===== src/design/wfir_pkg.sv =====
// wfir_pkg: shared types, codes and fixed-point constants of the
// windowed-sinc coefficient generator; depends on nothing

`timescale 1ns / 1ps
`default_nettype none

package wfir_pkg;

    // field widths
    localparam int TAP_W      = 11;
    localparam int IDX_W      = 10;
    localparam int N2_W       = 12;
    localparam int CUT_W      = 16;
    localparam int COEF_W     = 18;
    localparam int DEN_W      = 11;
    localparam int CFG_IDX_W  = 3;
    localparam int CFG_DATA_W = 16;

    // design limits
    localparam int MAX_TAPS       = 1024;
    localparam int COEF_FRAC_BITS = 16;

    // pipeline depths of the shared arithmetic units
    localparam int SIN_LAT = 5;
    localparam int QDIV_NW = 60;
    localparam int PDIV_NW = IDX_W + 32;

    // register indexes
    localparam logic [CFG_IDX_W-1:0] CFG_TAP_COUNT   = 3'd0;
    localparam logic [CFG_IDX_W-1:0] CFG_WINDOW_KIND = 3'd1;
    localparam logic [CFG_IDX_W-1:0] CFG_FILTER_KIND = 3'd2;
    localparam logic [CFG_IDX_W-1:0] CFG_CUTOFF_LOW  = 3'd3;
    localparam logic [CFG_IDX_W-1:0] CFG_CUTOFF_HIGH = 3'd4;

    // window codes
    localparam logic [1:0] WIN_BLACKMAN = 2'd0;
    localparam logic [1:0] WIN_HANNING  = 2'd1;
    localparam logic [1:0] WIN_HAMMING  = 2'd2;
    localparam logic [1:0] WIN_ZERO     = 2'd3;

    // filter codes
    localparam logic [1:0] FLT_LOWPASS  = 2'd0;
    localparam logic [1:0] FLT_HIGHPASS = 2'd1;
    localparam logic [1:0] FLT_BANDSTOP = 2'd2;
    localparam logic [1:0] FLT_BANDPASS = 2'd3;

    // q30 constants
    localparam logic signed [63:0] ONE_Q30     = 64'sd1073741824;
    localparam logic signed [63:0] SIN_A       = 64'sd1686629713;
    localparam logic signed [63:0] SIN_B       = 64'sd688904866;
    localparam logic signed [63:0] SIN_C       = 64'sd76016977;
    localparam logic signed [63:0] TWO_OVER_PI = 64'sd683565276;
    localparam logic signed [63:0] K042        = 64'sd450971566;
    localparam logic signed [63:0] K050        = 64'sd536870912;
    localparam logic signed [63:0] K008        = 64'sd85899346;
    localparam logic signed [63:0] K054        = 64'sd579820585;
    localparam logic signed [63:0] K046        = 64'sd493921239;

    // classified request handed from front to back
    typedef struct packed {
        logic [IDX_W-1:0]       tap_index;
        logic [TAP_W-1:0]       m;
        logic signed [N2_W-1:0] n2;
        logic                   delta;
        logic                   err;
    } t_item;

    // filter settings used by the back end
    typedef struct packed {
        logic [1:0]       window_kind;
        logic [1:0]       filter_kind;
        logic [CUT_W-1:0] cutoff_low;
        logic [CUT_W-1:0] cutoff_high;
    } t_cfg;

endpackage

`default_nettype wire


===== src/design/wfir_front.sv =====
// wfir_front: accepts tap indexes, checks range, derives center terms,
// and buffers them in a two-entry queue; depends on wfir_pkg

`timescale 1ns / 1ps
`default_nettype none

module wfir_front (
    input  wire logic                        i_clk,
    input  wire logic                        i_rst_n,
    input  wire logic                        i_push,
    input  wire logic [wfir_pkg::IDX_W-1:0]  i_tap_index,
    input  wire logic [wfir_pkg::TAP_W-1:0]  i_tap_count,
    output logic                             o_full,
    input  wire logic                        i_take,
    output logic                             o_valid,
    output wfir_pkg::t_item                  o_item
);
    import wfir_pkg::*;

    logic [TAP_W-1:0] n_neff;
    logic [TAP_W-1:0] n_m;
    t_item            n_item;
    logic             n_wr;
    logic             n_rd;
    t_item            r_q [2];
    logic             r_wp;
    logic             r_rp;
    logic [1:0]       r_cnt;

    // clamp tap count and classify the index
    always_comb begin
        if (32'(i_tap_count) > MAX_TAPS) begin
            n_neff = TAP_W'(MAX_TAPS);
        end else begin
            n_neff = i_tap_count;
        end
        n_m              = n_neff - TAP_W'(1);
        n_item.tap_index = i_tap_index;
        n_item.m         = n_m;
        n_item.n2        = $signed({1'b0, i_tap_index, 1'b0}) - $signed({1'b0, n_m});
        n_item.delta     = {1'b0, i_tap_index} == (n_m >> 1);
        n_item.err       = {1'b0, i_tap_index} >= n_neff;
    end

    assign o_full  = r_cnt == 2'd2;
    assign o_valid = r_cnt != 2'd0;
    assign o_item  = r_q[r_rp];
    assign n_wr    = i_push && !o_full;
    assign n_rd    = i_take && o_valid;

    // queue storage
    always_ff @(posedge i_clk) begin
        if (n_wr) begin
            r_q[r_wp] <= n_item;
        end
    end

    // queue pointers
    always_ff @(posedge i_clk) begin
        if (!i_rst_n) begin
            r_wp  <= 1'b0;
            r_rp  <= 1'b0;
            r_cnt <= 2'd0;
        end else begin
            if (n_wr) begin
                r_wp <= !r_wp;
            end
            if (n_rd) begin
                r_rp <= !r_rp;
            end
            r_cnt <= r_cnt + {1'b0, n_wr} - {1'b0, n_rd};
        end
    end

endmodule

`default_nettype wire


===== config.mk =====
export PLATFORM = sky130hd
export DESIGN_NAME = wfir_front
export DESIGN_NICKNAME = d
export VERILOG_FILES = /design/src/design/wfir_pkg.sv /design/src/design/wfir_front.sv
export SDC_FILE = /design/constraint.sdc
export NUM_CORES = 1
export LEC_CHECK = 0
export ABC_CLOCK_PERIOD_IN_PS = 3200
export BUFFER_PORTS_ARGS = -buffer_cell sky130_fd_sc_hd__buf_2
export CAP_MARGIN = 30
export CORE_MARGIN = 2
export CORE_UTILIZATION = 25
export CTS_BUF_LIST = sky130_fd_sc_hd__clkbuf_4 sky130_fd_sc_hd__clkbuf_8
export CTS_CLUSTER_DIAMETER = 40
export DETAILED_ROUTE_END_ITERATION = 10
export GPL_TIMING_DRIVEN = 0
export PLACE_DENSITY_LB_ADDON = 0.05
export SYNTH_ARGS = -nofsm -noshare
export SYNTH_HDL_FRONTEND = slang
export SYNTH_SLANG_ARGS = --single-unit

===== constraint.sdc =====
create_clock -name i_clk -period 3.2 [get_ports i_clk]
set_input_delay 0.32 -clock i_clk [delete_from_list [all_inputs] [get_ports i_clk]]
set_output_delay 0.32 -clock i_clk [all_outputs]
set_load 0.005 [all_outputs]

# After elaboration in Yosys (flattened, before gate mapping)

Memories as Yosys holds them, arrays and structs flattened. A register that Yosys moved wholly into a read port is not among the register bits.
Index checks and enable logic that the tools add are counted.

Order comparisons: 2
Equality and inequality tests: 2
Reduce and logical (&&, ||, !) cells: 6
$add $sub $neg: 4
Muxes and demuxes: 5

Operators with widths:

| cell                                                                  | number |
|---|---|
| 11-bit by 11-bit subtractor with 12-bit output                        | 1 |
| 10-bit by 11-bit >= comparator with 1-bit output                      | 1 |
| 11-bit > comparator (second input constant)                           | 1 |
| 11-bit 2-to-1 mux                                                     | 1 |
| 11-bit by 1-bit subtractor with 11-bit output (second input constant) | 1 |
| 10-bit equality test                                                  | 1 |
| 1-bit 2-to-1 mux                                                      | 4 |
| 1-bit logical NOT                                                     | 3 |
| 2-bit by 1-bit adder with 2-bit output                                | 1 |
| 2-bit equality test (second input constant)                           | 1 |
| 1-bit logical AND                                                     | 2 |
| 2-bit nonzero test                                                    | 1 |
| 2-bit by 1-bit subtractor with 2-bit output                           | 1 |

Memories: 1
Input bits: 25
Register bits: 4
Memory bits (writable): 70

Memories:

| name | depth | bits a word | rd ports | clocked after Yosys merged registers in | wr ports | line             | text |
|---|---|---|---|---|---|---|---|
| r_q  | 2     | 35          | 1        | 1                                       | 1        | wfir_front.sv:25 | `t_item r_q [2];` |

# Logic depth before layout (Yosys ltp)

Depth after elaboration: 5
Mapped depth: 16
Gate-level depth less buffers: 13

# Worst setup path after synthesis

No wires, ideal clock.

Kind: in2reg
From: in i_tap_count[10] (netlist name)
To: mem r_q[0][10] (netlist name), data pin
Setup time: 0.266 ns
Path buffers: 3
Slack: -0.287 ns
Stages on the path: 16
Arrival time: 3.221 ns
Required time: 2.934 ns
Cells stage by stage: buf_2 > inv_1 > clkbuf_1 > nand2_1 > ha_1 > clkbuf_1 > nor3b_1 > o21ai_0 > inv_1 > ha_1 > nand3_1 > o31a_1 > maj3_2 > or2_0 > a31oi_1 > xor2_1

RTL lines:

| item        | line             | text |
|---|---|---|
| from (decl) | wfir_front.sv:12 | `input wire logic [wfir_pkg::TAP_W-1:0] i_tap_count,` |
| to (decl)   | wfir_front.sv:25 |  |

==> results.yml <==
status:
  outcome: "complete, no violations"
die:
  ios: 62
  coreArea_mm2: 0.0144
  die_w_um: 125
  dieArea_mm2: 0.0156
  rows: 44
  start_util_pct: 25.4
  die_y_um: 125
logic_synthesis:
  syn_nets: 321
  yosys_most_used_dff: "edfxtp_1"
  synthTopCellsByCount: "edfxtp_1 (68), mux2_2 (34), inv_1 (20), ha_1 (19), nand2_1 (17)"
  ys_ff_latch: 73
  synth_area_mm2: 0.00366
  ys_warn_count: 0
  synthCells: 277
  syn_area_per_cell_um2: 13.2
  synth_edf_count: 68
  synth_top_cell_by_area: "edfxtp_1"
  yosysSeqAreaShare_pct: 58.5
  synth_area_leaders: "edfxtp_1 (56%), mux2_2 (10%), ha_1 (6.5%), xnor2_1 (2.9%), dfxtp_1 (2.7%)"
  ys_types: 51
  ys_async_sr_fraction_pct: 0
  yosysTopAreaCellShare_pct: 55.8
  synthMostInstantiatedCell: "edfxtp_1"
power:
  p_int_uw: 2040
  sequentialPowerShare_pct: 43.6
  p_switching_uw: 859
  vdd_ir_drop_max_mv: 0.235
  p_clk_share_pct: 24.8
  leakagePower_uw: 0.00172
  switching_share_pct: 29.6
  p_comb_share_pct: 31.6
  power_density_mw_per_mm2: 641
timing:
  drv_slew: 0
  finalWorstSetupSlack_ps: 184
  setup_violations: 0
  tightestPinTransition_ps: 833
  fin_skew_ps: 6.98
  min_period_over_period_pct: 94.3
  min_period_ps: 3020
  rsz0062_at_grt: "false"
  relSlewSlack_pct: 44.4
  max_freq_mhz: 332
  hold_violations: 0
placement:
  placed_cell_area_mm2: 0.00430
  detailed_place_hpwl_um: 6650
  place_ws_ps: -518
  gp_congestion: 0.747
  port_buffers: 60
cts:
  htreeDepth: 3
  cts_tree: "yes"
  cts.sink_count: 73
  clkLatencyLatePin_ps: 370
  cts_buffers: 9
  hold_buffers: 0
  clk_pin_slew_ps: 70
  clockBufferDepth: 2
  cts_root_buf: "clkbuf_8"
global_routing:
  grt_usage_pct: 11.9
  grt_overflow: 0
  grt_max_degree: 20
  use_met3_pct: 3.17
  grt_util_met2_pct: 18.6
  globalRouteMet1Util_pct: 15.3
  top_usage_layer: "met2"
  first_global_vias: 2396
  antenna_found_initial: 0
  grt_first_pass_wirelength_um: 13700
critical_path:
  crit_chain: "buf_2, inv_4, clkbuf_8, nand2_1, ha_4, nor3b_2, o21ai_2, inv_1, ha_4, nand3_1, o31a_1, maj3_2, or2_0, a31oi_1, xor2_1"
  crit_buf_inv: 4
  cp_slowest_stage_delay_ps: 340
  startpoint_type: "input port"
  path_delay_family: "adder cells"
  crit_top_cell: "ha_4"
  cp_max_fo: 10
  setup.worst_path.end_class: "register"
  critical_path_class: "in -> reg"
  required_ps: 3400
  cp.arrival_ps: 3210
  slowest_stage: "maj3_2"
layout:
  design_area_mm2: 0.00453
  drive_gt1_share_pct: 37.8
  finalCoreUtilization_pct: 31.4
  fillCellCount: 1491
  area_growth_pct: 23.7
  nNetsFinal: 396
  diodes: 0
min_path:
  hp-class: "in -> reg"
routing:
  drt-total-wl_um: 8890
  vias: 2368
  dr.pass1.iters: 4
  wl_per_cell_um: 16.4
  initialDrtViolationCount: 90
  post-route-drc-count: 0
  final_antenna_net_count: 0
  vias_per_cell: 4.38
flow_run:
  cap_viol_max_count: 0
-- final timing paths --
check	startpoint	endpoint	slack, ps	depth (start not counted)
worst min-delay path	i_tap_index[8]	r_q[1][33]	200	1
worst min register to register	r_rp	register	540	2
worst max-delay path	i_tap_count[10]	r_q[0][10]	180	15
worst max register to register	r_cnt[1]	r_cnt[1]	1390	8
-- layout by cell type (no fill, tap or decap), types with 3 or more instances in the layout --
| master | synthesis | final |
|---|---|---|
| buf_1 | 3 | 3 |
| buf_4 | 1 | 3 |
| inv_1 | 20 | 19 |
| ha_1 | 19 | 17 |
| xnor2_1 | 12 | 11 |
| clkbuf_8 | 0 | 10 |
| clkinvlp_4 | 0 | 3 |
| dfxtp_1 | 5 | 5 |
| nand2_1 | 17 | 17 |
| buf_2 | 1 | 61 |
| nor2_1 | 11 | 10 |
| and2_1 | 5 | 5 |
| o21ai_0 | 8 | 7 |
| a21oi_1 | 8 | 8 |
| a31oi_1 | 4 | 4 |
| o21a_1 | 5 | 5 |
| xor2_1 | 6 | 6 |
| edfxtp_1 | 68 | 68 |
| nor4_1 | 3 | 3 |
| nor2b_1 | 4 | 4 |
| mux2_2 | 34 | 34 |
| nand3_1 | 4 | 4 |
-- area by class of cell --
cell class                 count  area [um^2]  area share [%]
inverter                      21         81.3            1.79
tap                          184          230            5.08
buffer                         7         41.3           0.911
clock inverter                 7         71.3            1.57
clock buffer                   9          124            2.73
multi-input combinational    175         1460            32.1
timing repair buffer          65          385            8.50
sequential                    73         2140            47.3
-- kinds of logic (layout without fill, tap and decap cells) --
family                   after synthesis  in the layout  synth area share (%)
AO/OA/AOI/OAI                         40             40                  7.28
XOR/XNOR                              18             18                  4.30
adder cells (fa/ha/maj)               21             21                  7.07
buffers and inverters                 29            109                  3.11
flip-flops                            73             73                  58.5
multiplexers                          35             35                  10.7
AND/OR/NAND/NOR                       61             61                  9.02
-- state kept, by name, summed over array words and instances, names as in the netlist, named ones only --
signal and flops:
r_wp 1, r_q 68, r_rp 1, r_cnt 2
-- metrics by stage --
step                      TNS, ps  hold WS, ps  power (uW)  std cells
after global routing            0          172        3110        541
after detailed placement    -4170          530        2230        524
after global placement     -20110          522        2190        521
final                           0          198        2900        541
after floorplan                 0          419        1820        277
after CTS                       0          167        2970        541
-- power by group through the flow --
| stage | clock network [uW] | logic [uW] | registers [uW] |
|---|---|---|---|
| 6_report | 720 | 917 | 1270 |
| 5_1_grt | 795 | 1030 | 1280 |
| 4_1_cts | 758 | 948 | 1270 |
| 3_5_place_dp | 0 | 940 | 1290 |
| 3_3_place_gp | 0 | 894 | 1290 |
| 2_1_floorplan | 0 | 540 | 1280 |
-- repair_timing --
item | CTS | global route
pin swaps | 2 | 3
resized for setup | 1 | 5
endpoints found under the setup margin | 6 | 10
cloned | 0 | 0
endpoints found under the hold margin | 0 | 0
buffers inserted | 1 | 1
-- routing by layer --
metal  vias to the layer above  routed length, um
li1                       1177                  -
met1                      1128               4290
met2                        52               4090
met3                        11                328
met4                         0                190
met5                         -                  0
Power figures use the tool's default switching activity.
